## config.mk

```make
export PLATFORM = sky130hd
export DESIGN_NAME = jpeg_huffman_block_decoder_flat
export DESIGN_NICKNAME = d
export VERILOG_FILES = /design/src/hdl/jhd_pkg.sv /design/src/hdl/jhd_in_if.sv /design/src/hdl/jhd_out_if.sv /design/src/hdl/jhd_front.sv /design/src/hdl/jhd_back.sv /design/src/hdl/jpeg_huffman_block_decoder.sv /design/src/flat_wrapper.sv
export SDC_FILE = /design/constraint.sdc
export NUM_CORES = 1
export LEC_CHECK = 0
export ABC_AREA = 1
export CAP_MARGIN = 20
export CELL_PAD_IN_SITES_DETAIL_PLACEMENT = 0
export CELL_PAD_IN_SITES_GLOBAL_PLACEMENT = 2
export CORE_ASPECT_RATIO = 1.4
export CORE_MARGIN = 2
export CORE_UTILIZATION = 39
export DETAILED_ROUTE_END_ITERATION = 16
export DONT_BUFFER_PORTS = 1
export PLACE_DENSITY_LB_ADDON = 0.1
export SETUP_SLACK_MARGIN = 0.5
export SLEW_MARGIN = 30
export SYNTH_ARGS = -nofsm -noshare
export SYNTH_HDL_FRONTEND = slang
export SYNTH_SLANG_ARGS = --single-unit
```

## constraint.sdc

```tcl
create_clock -name i_clk -period 10.7 [get_ports i_clk]
set_clock_uncertainty 0.2 [all_clocks]
set_input_delay 2.14 -clock i_clk [delete_from_list [all_inputs] [get_ports i_clk]]
set_output_delay 2.14 -clock i_clk [all_outputs]
set_load 0.02 [all_outputs]
```

## src/hdl/jhd_pkg.sv

```systemverilog
// Shared types, constants and Huffman table functions for the JPEG
// luminance Huffman block decoder. No dependencies.
package jhd_pkg;

    localparam int DC_LIMIT     = 1024;
    localparam int BLOCK_COEFFS = 64;
    localparam int MAX_CODE_LEN = 16;
    localparam int QUEUE_DEPTH  = 4;
    localparam int QUEUE_AW     = $clog2(QUEUE_DEPTH);
    localparam int AC_NSYMS     = 162;

    typedef enum logic [1:0] {
        KIND_DC  = 2'd0,
        KIND_AC  = 2'd1,
        KIND_EOB = 2'd2,
        KIND_ERR = 2'd3
    } t_kind;

    typedef enum logic {
        OP_DATA    = 1'b0,
        OP_RESTART = 1'b1
    } t_op;

    typedef enum logic {
        ST_CODE = 1'b0,
        ST_MAG  = 1'b1
    } t_state;

    typedef struct packed {
        logic       operation;
        logic [7:0] data_byte;
    } t_item;

    typedef struct packed {
        t_kind             kind;
        logic [5:0]        position;
        logic signed [11:0] coeff_value;
        logic              block_done;
    } t_result;

    localparam logic [7:0] AC_SYMBOLS [AC_NSYMS] = '{
        8'h01,8'h02,8'h03,8'h00,8'h04,8'h11,8'h05,8'h12,8'h21,8'h31,8'h41,8'h06,
        8'h13,8'h51,8'h61,8'h07,8'h22,8'h71,8'h14,8'h32,8'h81,8'h91,8'ha1,8'h08,
        8'h23,8'h42,8'hb1,8'hc1,8'h15,8'h52,8'hd1,8'hf0,8'h24,8'h33,8'h62,8'h72,
        8'h82,8'h09,8'h0a,8'h16,8'h17,8'h18,8'h19,8'h1a,8'h25,8'h26,8'h27,8'h28,
        8'h29,8'h2a,8'h34,8'h35,8'h36,8'h37,8'h38,8'h39,8'h3a,8'h43,8'h44,8'h45,
        8'h46,8'h47,8'h48,8'h49,8'h4a,8'h53,8'h54,8'h55,8'h56,8'h57,8'h58,8'h59,
        8'h5a,8'h63,8'h64,8'h65,8'h66,8'h67,8'h68,8'h69,8'h6a,8'h73,8'h74,8'h75,
        8'h76,8'h77,8'h78,8'h79,8'h7a,8'h83,8'h84,8'h85,8'h86,8'h87,8'h88,8'h89,
        8'h8a,8'h92,8'h93,8'h94,8'h95,8'h96,8'h97,8'h98,8'h99,8'h9a,8'ha2,8'ha3,
        8'ha4,8'ha5,8'ha6,8'ha7,8'ha8,8'ha9,8'haa,8'hb2,8'hb3,8'hb4,8'hb5,8'hb6,
        8'hb7,8'hb8,8'hb9,8'hba,8'hc2,8'hc3,8'hc4,8'hc5,8'hc6,8'hc7,8'hc8,8'hc9,
        8'hca,8'hd2,8'hd3,8'hd4,8'hd5,8'hd6,8'hd7,8'hd8,8'hd9,8'hda,8'he1,8'he2,
        8'he3,8'he4,8'he5,8'he6,8'he7,8'he8,8'he9,8'hea,8'hf1,8'hf2,8'hf3,8'hf4,
        8'hf5,8'hf6,8'hf7,8'hf8,8'hf9,8'hfa
    };

    // Number of DC codes of a given length (1..16)
    function automatic logic [7:0] dc_count(input logic [4:0] len);
        logic [7:0] cnt;
        case (len)
            5'd2:    cnt = 8'd1;
            5'd3:    cnt = 8'd5;
            5'd4, 5'd5, 5'd6, 5'd7, 5'd8, 5'd9:
                     cnt = 8'd1;
            default: cnt = 8'd0;
        endcase
        return cnt;
    endfunction

    // Number of AC codes of a given length (1..16)
    function automatic logic [7:0] ac_count(input logic [4:0] len);
        logic [7:0] cnt;
        case (len)
            5'd2:    cnt = 8'd2;
            5'd3:    cnt = 8'd1;
            5'd4:    cnt = 8'd3;
            5'd5:    cnt = 8'd3;
            5'd6:    cnt = 8'd2;
            5'd7:    cnt = 8'd4;
            5'd8:    cnt = 8'd3;
            5'd9:    cnt = 8'd5;
            5'd10:   cnt = 8'd5;
            5'd11:   cnt = 8'd4;
            5'd12:   cnt = 8'd4;
            5'd15:   cnt = 8'd1;
            5'd16:   cnt = 8'h7d;
            default: cnt = 8'd0;
        endcase
        return cnt;
    endfunction

    function automatic logic [7:0] ac_symbol(input logic [7:0] idx);
        logic [7:0] sym;
        sym = 8'd0;
        if (idx < 8'(AC_NSYMS)) begin
            sym = AC_SYMBOLS[idx];
        end
        return sym;
    endfunction

endpackage

```

## src/hdl/jhd_in_if.sv

```systemverilog
// Input channel of the JPEG Huffman decoder: valid/ready plus one item.
// Depends on nothing.
interface jhd_in_if;
    logic       valid;
    logic       ready;
    logic       operation;
    logic [7:0] data_byte;

    modport source (output valid, output operation, output data_byte, input ready);
    modport sink   (input valid, input operation, input data_byte, output ready);
endinterface

```

## src/hdl/jhd_out_if.sv

```systemverilog
// Result channel of the JPEG Huffman decoder: valid/ready plus one result.
// Depends on nothing.
interface jhd_out_if;
    logic              valid;
    logic              ready;
    logic [1:0]        kind;
    logic [5:0]        position;
    logic signed [11:0] coeff_value;
    logic              block_done;

    modport source (output valid, output kind, output position, output coeff_value,
                    output block_done, input ready);
    modport sink   (input valid, input kind, input position, input coeff_value,
                    input block_done, output ready);
endinterface

```

## src/hdl/jhd_front.sv

```systemverilog
// Front end: accepts input beats and queues them for the bit decoder.
// Depends on jhd_pkg and jhd_in_if.
module jhd_front (
    input  logic i_clk,
    input  logic i_rst_n,
    jhd_in_if.sink   i_in,
    jhd_in_if.source o_q
);
    import jhd_pkg::*;

    t_item                 r_mem [QUEUE_DEPTH];
    logic [QUEUE_AW-1:0]   r_wr, r_rd;
    logic [QUEUE_AW:0]     r_cnt;
    logic                  w_push, w_pop;
    t_item                 w_item;

    assign i_in.ready = (r_cnt != (QUEUE_AW+1)'(QUEUE_DEPTH));
    assign w_push     = i_in.valid && i_in.ready;
    assign w_pop      = o_q.valid && o_q.ready;

    // Tag each beat as data or restart
    always_comb begin
        w_item.operation = (i_in.operation == OP_RESTART) ? OP_RESTART : OP_DATA;
        w_item.data_byte = i_in.data_byte;
    end

    // Store entries
    always_ff @(posedge i_clk) begin
        if (w_push) begin
            r_mem[r_wr] <= w_item;
        end
    end

    // Advance pointers and fill count
    always_ff @(posedge i_clk) begin
        if (!i_rst_n) begin
            r_wr  <= '0;
            r_rd  <= '0;
            r_cnt <= '0;
        end else begin
            if (w_push) r_wr <= r_wr + 1'b1;
            if (w_pop)  r_rd <= r_rd + 1'b1;
            r_cnt <= r_cnt + (QUEUE_AW+1)'(w_push) - (QUEUE_AW+1)'(w_pop);
        end
    end

    assign o_q.valid     = (r_cnt != '0);
    assign o_q.operation = r_mem[r_rd].operation;
    assign o_q.data_byte = r_mem[r_rd].data_byte;

endmodule

```

## src/hdl/jhd_back.sv

```systemverilog
// Back end: walks queued bytes one bit a cycle, when not stalled, through a
// canonical Huffman matcher, gathers magnitude bits, tracks DC prediction
// and block position. Depends on jhd_pkg, jhd_in_if and jhd_out_if.
module jhd_back (
    input  logic i_clk,
    input  logic i_rst_n,
    jhd_in_if.sink    i_q,
    jhd_out_if.source o_out
);
    import jhd_pkg::*;

    t_state             r_state, n_state;
    logic [4:0]         r_len, n_len;
    logic [15:0]        r_code, n_code;
    logic [16:0]        r_first, n_first;
    logic [7:0]         r_k, n_k;
    logic [7:0]         r_sym, n_sym;
    logic [3:0]         r_need, n_need;
    logic [10:0]        r_raw, n_raw;
    logic [2:0]         r_bit_idx, n_bit_idx;
    logic [5:0]         r_pos, n_pos;
    logic               r_ac, n_ac;
    logic signed [11:0] r_prev, n_prev;
    logic               r_err, n_err;
    logic               r_out_valid, n_out_valid;
    t_result            r_out, n_out;

    logic               w_slot_free, w_step, w_bit, w_hit, w_fin, w_load;
    logic [15:0]        w_code;
    logic [4:0]         w_len;
    logic [7:0]         w_cnt, w_idx, w_sym_m, f_sym;
    logic [16:0]        w_diff;
    logic [10:0]        f_raw, w_mag;
    logic [3:0]         f_size;
    logic [11:0]        w_mask;
    logic signed [12:0] w_val, w_sum;
    logic [6:0]         w_acpos;
    t_result            w_res;

    assign w_slot_free = !r_out_valid || o_out.ready;
    assign w_step = i_q.valid && (i_q.operation == OP_DATA) && !r_err && w_slot_free;
    assign w_bit  = i_q.data_byte[3'd7 - r_bit_idx];

    // Serial code match, magnitude collection and result build
    always_comb begin
        n_state = r_state;  n_len = r_len;   n_code = r_code; n_first = r_first;
        n_k = r_k;          n_sym = r_sym;   n_need = r_need; n_raw = r_raw;
        n_bit_idx = r_bit_idx; n_pos = r_pos; n_ac = r_ac;    n_prev = r_prev;
        n_err = r_err;
        w_load = 1'b0;
        i_q.ready = 1'b0;
        w_res = '{kind: KIND_ERR, position: 6'd0, coeff_value: 12'sd0, block_done: 1'b0};

        // canonical match of the code grown by one bit
        w_code  = {r_code[14:0], w_bit};
        w_len   = r_len + 5'd1;
        w_cnt   = r_ac ? ac_count(w_len) : dc_count(w_len);
        w_diff  = {1'b0, w_code} - r_first;
        w_hit   = ({1'b0, w_code} >= r_first) && (w_diff < {9'd0, w_cnt});
        w_idx   = r_k + w_diff[7:0];
        w_sym_m = r_ac ? ac_symbol(w_idx) : {4'd0, w_idx[3:0]};
        w_mag   = {r_raw[9:0], w_bit};

        // pick the symbol that finishes this cycle, if any
        w_fin = 1'b0;
        f_sym = r_sym;
        f_raw = 11'd0;
        if (r_state == ST_CODE) begin
            f_sym = w_sym_m;
            w_fin = w_hit && (w_sym_m[3:0] == 4'd0);
        end else begin
            f_raw = w_mag;
            w_fin = (r_need == 4'd1);
        end
        f_size = f_sym[3:0];

        // extend the magnitude to a signed value
        w_mask = (12'd1 << f_size) - 12'd1;
        if (f_size == 4'd0) begin
            w_val = 13'sd0;
        end else if (f_raw[f_size - 4'd1]) begin
            w_val = signed'({2'b00, f_raw});
        end else begin
            w_val = signed'({2'b00, f_raw}) - signed'({1'b0, w_mask});
        end
        w_sum   = 13'(r_prev) + w_val;
        w_acpos = {1'b0, r_pos} + {3'd0, f_sym[7:4]};

        if (i_q.valid && (i_q.operation == OP_RESTART)) begin
            // restart: clear predictor, bits and error
            i_q.ready = 1'b1;
            n_state = ST_CODE; n_len = 5'd0; n_code = 16'd0; n_first = 17'd0;
            n_k = 8'd0; n_bit_idx = 3'd0; n_pos = 6'd0; n_ac = 1'b0;
            n_prev = 12'sd0; n_err = 1'b0;
        end else if (i_q.valid && r_err) begin
            // drop bytes while halted
            i_q.ready = 1'b1;
        end else if (w_step) begin
            i_q.ready = (r_bit_idx == 3'd7);
            n_bit_idx = r_bit_idx + 3'd1;
            if (w_fin) begin
                n_state = ST_CODE; n_len = 5'd0; n_code = 16'd0;
                n_first = 17'd0;   n_k = 8'd0;
                w_load = 1'b1;
                if (!r_ac) begin
                    if (w_sum > 13'(DC_LIMIT)) begin
                        n_prev = 12'(DC_LIMIT);
                    end else if (w_sum < -13'(DC_LIMIT)) begin
                        n_prev = -12'(DC_LIMIT);
                    end else begin
                        n_prev = w_sum[11:0];
                    end
                    n_ac = 1'b1;
                    n_pos = 6'd1;
                    w_res = '{kind: KIND_DC, position: 6'd0, coeff_value: n_prev,
                              block_done: 1'b0};
                end else if (f_sym == 8'h00) begin
                    w_res = '{kind: KIND_EOB, position: r_pos, coeff_value: 12'sd0,
                              block_done: 1'b1};
                    n_ac = 1'b0;
                    n_pos = 6'd0;
                end else if (w_acpos > 7'(BLOCK_COEFFS - 1)) begin
                    n_err = 1'b1;
                    i_q.ready = 1'b1;
                    n_bit_idx = 3'd0;
                end else begin
                    w_res = '{kind: KIND_AC, position: w_acpos[5:0],
                              coeff_value: w_val[11:0],
                              block_done: (w_acpos == 7'(BLOCK_COEFFS - 1))};
                    if (w_acpos == 7'(BLOCK_COEFFS - 1)) begin
                        n_ac = 1'b0;
                        n_pos = 6'd0;
                    end else begin
                        n_pos = w_acpos[5:0] + 6'd1;
                    end
                end
            end else if (r_state == ST_CODE) begin
                if (w_hit) begin
                    n_state = ST_MAG;
                    n_sym = w_sym_m;
                    n_need = w_sym_m[3:0];
                    n_raw = 11'd0;
                end else if (w_len == 5'(MAX_CODE_LEN)) begin
                    // no code of this table matches
                    n_err = 1'b1;
                    w_load = 1'b1;
                    i_q.ready = 1'b1;
                    n_bit_idx = 3'd0;
                    n_len = 5'd0; n_code = 16'd0; n_first = 17'd0; n_k = 8'd0;
                end else begin
                    n_len = w_len;
                    n_code = w_code;
                    n_first = {r_first[15:0] + {8'd0, w_cnt}, 1'b0};
                    n_k = r_k + w_cnt;
                end
            end else begin
                n_raw = w_mag;
                n_need = r_need - 4'd1;
            end
            // a new error (run past the block or no code match) still reports one result
            if (n_err && !r_err) begin
                w_load = 1'b1;
                n_state = ST_CODE;
                n_len = 5'd0; n_code = 16'd0; n_first = 17'd0; n_k = 8'd0;
                w_res = '{kind: KIND_ERR, position: 6'd0, coeff_value: 12'sd0,
                          block_done: 1'b0};
            end
        end

        // output register
        n_out = r_out;
        n_out_valid = r_out_valid;
        if (w_load) begin
            n_out_valid = 1'b1;
            n_out = w_res;
        end else if (o_out.ready) begin
            n_out_valid = 1'b0;
        end
    end

    always_ff @(posedge i_clk) begin
        if (!i_rst_n) begin
            r_state <= ST_CODE; r_len <= '0; r_code <= '0; r_first <= '0; r_k <= '0;
            r_bit_idx <= '0; r_pos <= '0; r_ac <= 1'b0; r_prev <= '0; r_err <= 1'b0;
            r_out_valid <= 1'b0;
        end else begin
            r_state <= n_state; r_len <= n_len; r_code <= n_code; r_first <= n_first;
            r_k <= n_k; r_bit_idx <= n_bit_idx; r_pos <= n_pos; r_ac <= n_ac;
            r_prev <= n_prev; r_err <= n_err; r_out_valid <= n_out_valid;
        end
    end

    // payload registers
    always_ff @(posedge i_clk) begin
        r_sym  <= n_sym;
        r_need <= n_need;
        r_raw  <= n_raw;
        r_out  <= n_out;
    end

    assign o_out.valid       = r_out_valid;
    assign o_out.kind        = r_out.kind;
    assign o_out.position    = r_out.position;
    assign o_out.coeff_value = r_out.coeff_value;
    assign o_out.block_done  = r_out.block_done;

    a_halt_silent: assert property (@(posedge i_clk) disable iff (!i_rst_n)
        r_err |-> !w_load)
        else $error("result produced while halted");
    a_err_not_done: assert property (@(posedge i_clk) disable iff (!i_rst_n)
        (w_load && (w_res.kind == KIND_ERR)) |=> (r_err && !r_out.block_done))
        else $error("error result without halt");
    a_mag_pending: assert property (@(posedge i_clk) disable iff (!i_rst_n)
        (r_state == ST_MAG) |-> (r_need != 4'd0))
        else $error("magnitude state with nothing to collect");
    a_dc_clamped: assert property (@(posedge i_clk) disable iff (!i_rst_n)
        (r_prev <= 12'(DC_LIMIT)) && (r_prev >= -12'(DC_LIMIT)))
        else $error("predictor out of range");

endmodule

```

## src/hdl/jpeg_huffman_block_decoder.sv

```systemverilog
// Baseline JPEG luminance Huffman decoder (standard DC/AC tables). The back
// end walks each data beat one entropy bit per cycle, while not stalled,
// through the serial canonical code matcher; a restart beat or a byte dropped
// while halted after an error skips the bit walk. A four-entry queue lets input
// beats land while the decoder works, and a full result register that is
// not taken stalls the bit walk. Results: one per symbol (dc, ac/zrl, eob or
// error), the error halting the decoder until a restart beat.
module jpeg_huffman_block_decoder (
    input  logic i_clk,
    input  logic i_rst_n,
    jhd_in_if.sink    i_in,
    jhd_out_if.source o_out
);
    import jhd_pkg::*;

    jhd_in_if w_q ();

    jhd_front u_front (
        .i_clk   (i_clk),
        .i_rst_n (i_rst_n),
        .i_in    (i_in),
        .o_q     (w_q.source)
    );

    jhd_back u_back (
        .i_clk   (i_clk),
        .i_rst_n (i_rst_n),
        .i_q     (w_q.sink),
        .o_out   (o_out)
    );

endmodule
```

## src/flat_wrapper.sv

```systemverilog
// flat-port wrapper written by rule: the top's interface ports become plain ports
module jpeg_huffman_block_decoder_flat import jhd_pkg::*;
  (i_clk, i_rst_n, i_in_valid, i_in_operation, i_in_data_byte, i_in_ready, o_out_valid, o_out_kind, o_out_position, o_out_coeff_value, o_out_block_done, o_out_ready);
  jhd_in_if i_in_i ();
  jhd_out_if o_out_i ();
  input  logic i_clk;
  input  logic i_rst_n;
  input wire logic [$bits(i_in_i.valid)-1:0] i_in_valid;
  input wire logic [$bits(i_in_i.operation)-1:0] i_in_operation;
  input wire logic [$bits(i_in_i.data_byte)-1:0] i_in_data_byte;
  output wire logic [$bits(i_in_i.ready)-1:0] i_in_ready;
  output wire logic [$bits(o_out_i.valid)-1:0] o_out_valid;
  output wire logic [$bits(o_out_i.kind)-1:0] o_out_kind;
  output wire logic [$bits(o_out_i.position)-1:0] o_out_position;
  output wire logic [$bits(o_out_i.coeff_value)-1:0] o_out_coeff_value;
  output wire logic [$bits(o_out_i.block_done)-1:0] o_out_block_done;
  input wire logic [$bits(o_out_i.ready)-1:0] o_out_ready;
  assign i_in_i.valid = i_in_valid;
  assign i_in_i.operation = i_in_operation;
  assign i_in_i.data_byte = i_in_data_byte;
  assign i_in_ready = i_in_i.ready;
  assign o_out_valid = o_out_i.valid;
  assign o_out_kind = o_out_i.kind;
  assign o_out_position = o_out_i.position;
  assign o_out_coeff_value = o_out_i.coeff_value;
  assign o_out_block_done = o_out_i.block_done;
  assign o_out_i.ready = o_out_ready;
  jpeg_huffman_block_decoder u_core (.i_clk(i_clk), .i_rst_n(i_rst_n), .i_in(i_in_i), .o_out(o_out_i));
endmodule
```

[Word-level counts from Yosys, hierarchy flattened]
Memory sizes are Yosys's and may differ from the RTL's. A register that Yosys moved wholly into a read port is not among the register bits.
Index checks and enable logic that the tools add are counted.
Widths: inputs -> output; s select.
Storage, ports and cells
  bits in writable memories: 36
  output and inout port bits: 23
  bits of input ports: 13
  latch bits: 0
  logic and storage cells: 197
  register bits after elaboration: 120
  memory bits (read-only): 2304
  memories: 4
Operators by class
  multiplexer cells: 98
  divide/modulo/power cells: 0
  equality and inequality tests: 8
  multiply operators: 0
  $add $sub $neg: 18
  shift operators: 1
  reduce and logical (&&, ||, !) cells: 29
  bitwise gates (word level): 9
  magnitude comparators: 9
Memories
  (name not given): depth 256, width 8, read ports 1, clocked after memory_dff 0, write ports 0, RTL line jhd_pkg.sv:97  | sym = AC_SYMBOLS[idx];
  (name not given): depth 32, width 7, read ports 1, clocked after memory_dff 0, write ports 0, RTL line jhd_pkg.sv:74  | case (len)
  u_core.u_front.r_mem: depth 4, width 9, read ports 1, clocked after memory_dff 1, write ports 1, RTL line jhd_front.sv:11  | t_item r_mem [QUEUE_DEPTH];
  (name not given): depth 16, width 2, read ports 1, clocked after memory_dff 0, write ports 0, RTL line jhd_pkg.sv:61  | case (len)
Operator list (count)
  $mux 8: 12
  $mux 17: 5
  $mux 15: 5
  $mux 21: 3
  $mux 1: 44
  $mux 13: 2
  $mux 5: 5
  $mux 12: 2
  $mux 6: 4
  $mux 3: 7
  $mux 10: 2
  $ge 16x17->1: 1
  $lt 17x8->1: 1
  $sub 16x17->17: 1
  $add 16x8->16: 1
  $add 8x8->8: 2
  $add 12x13->13: 1
  $gt 13x12->1 const B: 1
  $lt 13x11->1 const B: 1
  $sub 11x12->13: 1
  $reduce_and 4->1: 3
  $shl 1x4->12 const A: 1
  $sub 12x1->12 const B: 1
  $mux 11: 1
  40 further kinds: 65

[Logic depth before layout (Yosys ltp)]
Gate-level depths: netlist of run 1.
  word-level depth: 27
  depth in mapped cells: 63
  mapped depth without buffers: 58

[Modules after synthesis]
Synthesis of run 1 repeated with hierarchy kept, for this count alone.
Unflattened totals
  cell total of the unflattened synthesis: 1707
  area, all modules: 12406.9 um2
Modules (own cells, without submodules)
  jhd_back: cells an instance 1556, seq. area each 2672.6 um2, area an instance 10570.1 um2, times used 1
  jhd_front: cells an instance 151, seq. area each 1261.2 um2, area an instance 1836.8 um2, times used 1

[Worst setup path after synthesis of run 1]
OpenSTA, ideal clock, no wires.
  path kind: register to register
  from: reg (tool-made name)
  to: reg u_core.u_back.r_out (netlist bit u_core.u_back.o_out.coeff_value[4]) (data pin)
  required time: 10.230 ns
  data arrival time: 7.777 ns
  library setup time: 0.270 ns
  period minus slack after synthesis: 8.247 ns
  setup slack: 2.453 ns
  stages on the path, launching flop included: 53
  path buffers: 4
  cells stage by stage: dfxtp_1 buf_2 clkbuf_1 o21ai_0 o221ai_1 nand3_1 nand2_1 nand2_1 inv_2 ha_1 fa_1 ha_1 inv_1 nand2_1 o21ai_0 o21ai_0 nand2_1 o2111ai_1 (+17 left out) nand2_1 nand2_1 a21oi_1 or2_2 a21oi_1 a211oi_1 ha_1 inv_1 o21bai_1 a21oi_1 o21bai_1 xor2_1 inv_1 nand3_2 nand3_2 buf_4 nand4_1 a21oi_1
RTL lines
  to (signal assigned): RTL line jhd_back.sv:198  | r_out <= n_out;
  to (decl): RTL line jhd_back.sv:26  | t_result r_out, n_out;

==> results by group, run 1 <==
Outcome
  – Status: complete, no violations

Clock tree
  – Total CTS buffers: 17
  – Post-CTS Setup Bufs: 0
  – CTS tree: yes
  – Clock sink count: 157
  – Clk_lat worst skew: 0.46 ns
  – Worst-path clk slew: 0.07 ns
  – CTS Buffer Depth: 2
  – CTS root buffer: clkbuf_16
  – H-tree Lvls: 4

Routing
  – Routed WL: 34200 µm
  – DR vias/cell: 5.27
  – DR vias: 10900
  – Antenna-violating nets left: 0
  – DRT Pass-1 Iters: 5
  – DRC: 0
  – DR iter-0 viols: 544
  – Post-detailed-route wirelength per cell: 16.6 µm

Setup path
  – Worst path slowest cell: fa_1
  – Crit path max fanout: 20
  – Required time at the endpoint of the critical path: 10.68 ns
  – Crit end category: flop
  – Most used cell, CP: nand2_1
  – Worst path arrival time: 9.14 ns
  – Startpoint class of the critical path: flop
  – Largest stage delay, worst path: 0.67 ns
  – Buf/Inv on CP: 7
  – CP delay by family, top: adder cells
  – CP Class: flop to flop

Finish
  – Synthesis-to-layout area growth: 7.54%
  – ANT cells: 0
  – Fill count: 3305
  – Share of post-route cells with drive strength above 1: 8.40%
  – Total Nets Final: 1783

GRT
  – First-pass GRT wire length: 55700 µm
  – All-Layer GR Usage: 20.9%
  – Largest net degree at the start of global routing: 39
  – Vias in the first global route: 10700
  – Initial antenna violation count: 0
  – Congestion Overflow GR: 0

Die
  – Die Area: 33300 µm²
  – Die Y: 215 µm
  – Num ports: 36
  – Initial Util: 39.4%
  – Row count: 77
  – Die Wd: 155 µm
  – Core Box Area: 31500 µm²

Timing
  – Final Hold Viols: 0
  – Final cycle utilization of the critical path: 85.6%
  – Minimum clock period: 9.16 ns
  – Final max-slew violation count: 0
  – Endpoints failing setup: 0
  – Worst-margin pin slew: 0.889 ns
  – Unrepaired setup endpoints after global routing: no
  – Setup TNS: 0 ns
  – FMAX: 0.109 GHz
  – Slew headroom: 40.5%

Logic synthesis
  – Async S/R FF share, synth: 0%
  – Mapped Avg Cell Area: 7.43 µm²
  – Synth warn: 0
  – Number of enable flip-flop cells after synthesis: 79
  – Net count after synthesis: 1799
  – Main combinational cell family by area after synthesis: simple AND/OR/NAND/NOR gates
  – Count of cell types in the netlist: 55
  – Complex-gate fraction of the synthesized area: 16.1%
  – Most area-hungry cell type in the Yosys netlist: edfxtp_1
  – Top post-synthesis cells by area: edfxtp_1, dfxtp_1, ha_1, nand2_1, inv_1
  – Synthesized cell area: 12400 µm²
  – Mux contribution to synthesized area: 0%
  – Xor/xnor cell area share of the yosys netlist: 4.16%
  – Post-synthesis adder-cell area fraction: 12.2%
  – Synth Instances: 1670
  – Predominant post-synthesis flop cell: edfxtp_1
  – Top-area cell type share of the netlist area: 19.1%
  – Seq cells post-synth: 157
  – Sequential fraction of the synthesis area: 31.7%
  – Simple-gate share of the synthesized area: 26.6%

Run
  – Max_cap viols: 0

Place
  – PortBufs: 0
  – GP Congestion: 0.841
  – Detailed placer's ending HPWL: 26500 µm

Hold path
  – Hold Crit Class: flop to flop
registers in the layout, summed over array words and instances (netlist names), named ones only:
register	count
u_core.u_front.r_mem	36
u_core.u_back.r_first	16
u_core.u_back.r_code	15
u_core.u_back.o_out.coeff_value	12
u_core.u_back.r_prev	12
u_core.u_back.r_raw	10
u_core.u_back.r_k	8
u_core.u_back.r_sym	8
u_core.u_back.o_out.position	6
u_core.u_back.r_pos	6
u_core.u_back.r_len	5
u_core.u_back.r_need	4
u_core.u_back.r_bit_idx	3
u_core.u_front.r_cnt	3
u_core.u_back.o_out.kind	2
u_core.u_front.r_rd	2
u_core.u_front.r_wr	2
u_core.u_back.o_out.block_done	1
u_core.u_back.o_out.valid	1
u_core.u_back.r_ac	1
u_core.u_back.r_err	1
u_core.u_back.r_state	1
area by class of cell:
cell class	instances	area, µm²	area share, %
tap	395	494	3.70
inverter	219	825	6.18
clock inverter	15	193	1.44
clock buffer	17	425	3.19
timing repair buffer	14	105	0.787
multi-input combinational	1245	7370	55.2
sequential	157	3940	29.5
worst paths after layout:
| check | end | slack, ns | cells past startpoint | from |
|---|---|---|---|---|
| setup reg to reg | u_core.u_back.o_out.coeff_value[3]$_SDFFCE_PP0P_ | 1.54 | 51 | flop |
| setup / recovery | u_core.u_back.o_out.coeff_value[3]$_SDFFCE_PP0P_ | 1.54 | 51 | flop |
| hold reg to reg | u_core.u_back.r_prev[10]$_SDFFE_PP0P_ | 0.27 | 2 | u_core.u_back.r_prev[10]$_SDFFE_PP0P_ |
| hold / removal | u_core.u_back.r_prev[10]$_SDFFE_PP0P_ | 0.27 | 2 | u_core.u_back.r_prev[10]$_SDFFE_PP0P_ |
worst register-to-register path: cells and delay by family, from the launching register on:
family          cells  cell delay, ns
compound gates     16            2.27
xor+xnor            2            0.48
flops               1            0.32
simple gates       19            2.30
buf+inv             7            0.86
fa+ha+maj           7            2.45
timing repair:
item                                   4_1_cts  5_1_grt
setup endpoints to repair                    0       20
endpoints found under the hold margin        0        0
hold buffers                                 0        0
gates resized for setup                      0        6
kinds of logic (layout without fill, tap and decap cells):
| family | count (synthesis) | after routing |
|---|---|---|
| xor gates and xnor gates | 59 | 59 |
| AOI/OAI and AO/OA | 349 | 349 |
| adders and majority gates | 116 | 116 |
| and+or+nand+nor | 720 | 721 |
| DFF | 157 | 157 |
| buffers and inverters | 269 | 265 |
Yosys cell counts (2+ instances only):
cell       instances
a21oi_1          130
nor2_4             4
nor3_1            26
inv_2             14
fa_1               8
nand2_1          325
o22ai_1           17
a31oi_1            9
nand3_2           12
and2_1             2
nand4_1           31
buf_1              2
nand3b_1           2
buf_4              8
buf_6             12
nor4_1             8
nor3b_1            3
nor2_2             6
nor2_1           132
dfxtp_1           78
nand3_1          125
or2_2             10
o221ai_1           8
ha_1             108
o211ai_1           8
clkbuf_1          11
o21a_1             2
o21ai_0          110
o2111ai_1          2
xnor2_1           20
o21ai_1           14
inv_1            204
nand2_2           22
edfxtp_1          79
o21bai_1          10
buf_2             17
xor2_1            39
o41ai_1            2
a211oi_1          23
o21ai_2            2
nand2_4           10
a21o_1             2
cells in the final DEF, fill, tap and decap left out, drive strengths merged, types with 39 or more instances in the layout:
cell type,instances
ha,108
inv,226
nand3,137
nand2,357
xor2,39
o21ai,126
dfxtp,78
edfxtp,79
nor2,143
a21oi,131
metal layers:
layer / vias to the layer above / track usage, % / wire (µm)
met3: 52 / 2.70 / 881
met1: 4994 / 25.2 / 15000
met2: 193 / 38.2 / 17600
met4: 0 / 6.79 / 815
met5: - / 0 / 0
li1: 5622 / - / -
stage by stage:
stage	hold WS (ns)	worst slack (ns)	area (µm²)	cells	utilization [%]
floorplan	0.246	2.45	12400	1670	-
global placement	0.257	1.18	12700	2029	40.3
detailed placement	0.261	1.14	12700	2029	40.3
CTS	0.273	1.08	13300	2061	42.3
global route	0.304	0.640	13400	2062	42.4
finish	0.273	1.54	13400	2062	42.4
Power of run 1 is not shown: default switching activity piles up to over one toggle a cycle in this logic, so the estimate is an artifact.
==> run 2: changes to the inputs <==
--- a/config.mk
+++ b/config.mk
@@ -5,13 +5,12 @@
 export SDC_FILE = /design/constraint.sdc
 export NUM_CORES = 1
 export LEC_CHECK = 0
-export ABC_AREA = 1
 export CAP_MARGIN = 20
 export CELL_PAD_IN_SITES_DETAIL_PLACEMENT = 0
 export CELL_PAD_IN_SITES_GLOBAL_PLACEMENT = 2
 export CORE_ASPECT_RATIO = 1.4
 export CORE_MARGIN = 2
-export CORE_UTILIZATION = 39
+export CORE_UTILIZATION = 41
 export DETAILED_ROUTE_END_ITERATION = 16
 export DONT_BUFFER_PORTS = 1
 export PLACE_DENSITY_LB_ADDON = 0.1
==> results by group, run 2 <==
Outcome
  – Status: complete, no violations (unchanged)

Clock tree
  – Clock sink count: 157 (unchanged)
  – CTS tree: yes (unchanged)
  – Clk_lat worst skew: 0.43 ns (was 0.46 ns)
  – Worst-path clk slew: 0.08 ns (was 0.07 ns)
  – Total CTS buffers: 17 (unchanged)
  – H-tree Lvls: 4 (unchanged)
  – CTS root buffer: clkbuf_16 (unchanged)
  – CTS Buffer Depth: 2 (unchanged)

Finish
  – Fill count: 2940 (was 3305)
  – Most frequent cells in the layout: nand2_1, nor2_1, a21oi_1, ha_1, edfxtp_1 (was nand2_1, inv_1, nor2_1, a21oi_1, nand3_1)
  – Share of post-route cells with drive strength above 1: 14.1% (was 8.40%)
  – Biggest regs: u_core.u_front.r_mem: 36 flops, u_core.u_back.r_first: 16 flops, u_core.u_back.r_code: 15 flops (unchanged)
  – Reg with most FFs: u_core.u_front.r_mem (unchanged)
  – Total Nets Final: 1528 (was 1783)
  – Seq. cell area: 3930 µm² (was 3940 µm²)
  – Multi-input gate area: 7990 µm² (was 7370 µm²)
  – Synthesis-to-layout area growth: 12.7% (was 7.54%)
  – ANT cells: 0 (unchanged)
  – Commonest non-fill, non-tap cell in the layout: nand2_1 (unchanged)
  – Max reg flops: 36 (unchanged)

Setup path
  – Flop-to-flop setup slack: 0.93 ns (was 1.54 ns)
  – Required time at the endpoint of the critical path: 10.69 ns (was 10.68 ns)
  – Largest stage delay, worst path: 0.51 ns (was 0.67 ns)
  – Reg2Reg Depth: 42 (was 51)
  – Crit path max fanout: 10 (was 20)
  – CP Class: flop to flop (unchanged)
  – Startpoint class of the critical path: flop (unchanged)
  – Worst path slowest cell: mux4_2 (was fa_1)
  – RR Endpoint: u_core.u_back.o_out.coeff_value[6]$_SDFFCE_PP0P_ (was u_core.u_back.o_out.coeff_value[3]$_SDFFCE_PP0P_)
  – Worst path arrival time: 9.76 ns (was 9.14 ns)
  – Crit end category: flop (unchanged)

Timing
  – Unrepaired setup endpoints after global routing: no (unchanged)
  – Final max-slew violation count: 0 (unchanged)
  – FMAX: 0.102 GHz (was 0.109 GHz)
  – Slew headroom: 38.9% (was 40.5%)
  – Final Hold Viols: 0 (unchanged)
  – Endpoints failing setup: 0 (unchanged)
  – Final cycle utilization of the critical path: 91.3% (was 85.6%)
  – Minimum clock period: 9.77 ns (was 9.16 ns)
  – Worst-margin pin slew: 0.914 ns (was 0.889 ns)
  – Setup TNS: 0 ns (unchanged)

Run
  – Max_cap viols: 0 (unchanged)

Logic synthesis
  – Most area-hungry cell type in the Yosys netlist: edfxtp_1 (unchanged)
  – Top-area cell type share of the netlist area: 19.4% (was 19.1%)
  – Number of enable flip-flop cells after synthesis: 79 (unchanged)
  – Synthesized cell area: 12200 µm² (was 12400 µm²)
  – Leading cell type by number of instances after synthesis: nand2_1 (unchanged)
  – Top post-synthesis cells by area: edfxtp_1, dfxtp_1, ha_1, a21oi_1, nand2_1 (was edfxtp_1, dfxtp_1, ha_1, nand2_1, inv_1)
  – Net count after synthesis: 1524 (was 1799)
  – Sequential fraction of the synthesis area: 32.2% (was 31.7%)
  – Synth warn: 0 (unchanged)
  – Mapped Avg Cell Area: 8.74 µm² (was 7.43 µm²)
  – Top post-synthesis cells by count: nand2_1, a21oi_1, ha_1, nor2_1, edfxtp_1 (was nand2_1, inv_1, nor2_1, a21oi_1, nand3_1)
  – Synth Instances: 1395 (was 1670)
  – Count of cell types in the netlist: 92 (was 55)
  – Async S/R FF share, synth: 0% (unchanged)
  – Seq cells post-synth: 157 (unchanged)
  – Predominant post-synthesis flop cell: edfxtp_1 (unchanged)

GRT
  – Largest net degree at the start of global routing: 38 (was 39)
  – Congestion Overflow GR: 0 (unchanged)
  – Vias in the first global route: 10300 (was 10700)
  – First-pass GRT wire length: 55600 µm (was 55700 µm)
  – Initial antenna violation count: 0 (unchanged)
  – All-Layer GR Usage: 22.3% (was 20.9%)

Die
  – Row count: 74 (was 77)
  – Num ports: 36 (unchanged)
  – Die Area: 31200 µm² (was 33300 µm²)
  – Die Y: 208 µm (was 215 µm)
  – Die Wd: 150 µm (was 155 µm)
  – Core Box Area: 29300 µm² (was 31500 µm²)
  – Initial Util: 41.7% (was 39.4%)

Routing
  – DRC: 0 (unchanged)
  – DRT Pass-1 Iters: 5 (unchanged)
  – DR vias: 10400 (was 10900)
  – Antenna-violating nets left: 0 (unchanged)
  – Routed WL: 34300 µm (was 34200 µm)
  – DR iter-0 viols: 625 (was 544)
  – Post-detailed-route wirelength per cell: 19.1 µm (was 16.6 µm)
  – DR vias/cell: 5.82 (was 5.27)

Place
  – Detailed placer's ending HPWL: 25400 µm (was 26500 µm)
  – GP Congestion: 0.880 (was 0.841)
  – PortBufs: 0 (unchanged)

Hold path
  – Worst hold path depth: 2 (unchanged)
  – Hold EP: u_core.u_back.r_first[13]$_SDFFE_PP0P_ (was u_core.u_back.r_prev[10]$_SDFFE_PP0P_)
  – Min-delay src: u_core.u_back.r_first[13]$_SDFFE_PP0P_ (was u_core.u_back.r_prev[10]$_SDFFE_PP0P_)
  – Hold Crit Class: flop to flop (unchanged)
## run 2: final cells by class
class / count / area share (%)
clock buffer: 19 / 3.38
clock inverter: 13 / 0.865
inverter: 75 / 2.09
multi-input combinational: 1091 / 58.1
sequential: 157 / 28.6
tap: 380 / 3.46
timing repair buffer: 57 / 3.47
## run 2: worst max-delay path by stage
stage               start                                          endpoint  slack, ns  depth (start not counted)
global route         flop  u_core.u_back.o_out.coeff_value[1]$_SDFFCE_PP0P_       0.43                         42
global placement     flop  u_core.u_back.o_out.coeff_value[3]$_SDFFCE_PP0P_       0.26                         41
finish               flop  u_core.u_back.o_out.coeff_value[6]$_SDFFCE_PP0P_       0.93                         42
CTS                  flop  u_core.u_back.o_out.coeff_value[3]$_SDFFCE_PP0P_       0.52                         42
detailed placement   flop  u_core.u_back.o_out.coeff_value[6]$_SDFFCE_PP0P_       0.19                         40
floorplan            flop  u_core.u_back.o_out.coeff_value[4]$_SDFFCE_PP0P_       0.51                         43
## run 2: repair_timing
| item | CTS | global route |
|---|---|---|
| setup endpoints to repair | 22 | 24 |
| setup buffers | 1 | 14 |
| cloned | 0 | 0 |
| pin swaps | 2 | 21 |
| endpoints found under the hold margin | 0 | 0 |
| gates resized for setup | 12 | 71 |
| hold buffers | 0 | 0 |
## run 2: layer usage
layer	wire length [µm]	vias to the layer above	GRT usage, %
met5	0	-	0
met2	17700	194	39.4
met3	826	58	2.63
met4	893	0	6.86
li1	-	5149	-
met1	14800	5030	28.2
## run 2: metrics by stage
| stage | worst slack, ns | instance area [µm²] | std cells | utilization [%] | hold WS (ns) |
|---|---|---|---|---|---|
| global route | 0.432 | 13700 | 1792 | 47.0 | 0.274 |
| floorplan | 0.506 | 12200 | 1395 | - | 0.225 |
| detailed placement | 0.193 | 12700 | 1745 | 43.5 | 0.240 |
| finish | 0.935 | 13700 | 1792 | 47.0 | 0.243 |
| global placement | 0.257 | 12700 | 1745 | 43.5 | 0.235 |
| CTS | 0.521 | 13400 | 1778 | 45.7 | 0.249 |
## run 2: kinds of logic (layout without fill, tap and decap cells)
group	count (synthesis)	after routing	share of synthesized area [%]
XOR/XNOR	67	67	5.03
AO/OA/AOI/OAI	412	412	22.8
adder cells (fa/ha/maj)	117	117	12.5
AND/OR/NAND/NOR	456	456	17.8
buffers and inverters	147	164	4.80
multiplexers	39	39	4.88
flip-flops	157	157	32.2
## run 2: worst max-delay path, delay by kind of cell (launching register included)
family / cells / cell delay [ns]
xor gates and xnor gates: 3 / 0.40
and+or+nand+nor: 8 / 1.57
DFF: 1 / 0.34
AOI/OAI and AO/OA: 16 / 3.19
buffers and inverters: 5 / 0.75
adders and majority gates: 5 / 1.44
muxes: 5 / 1.61
Power of run 2 is left out for the same reason.
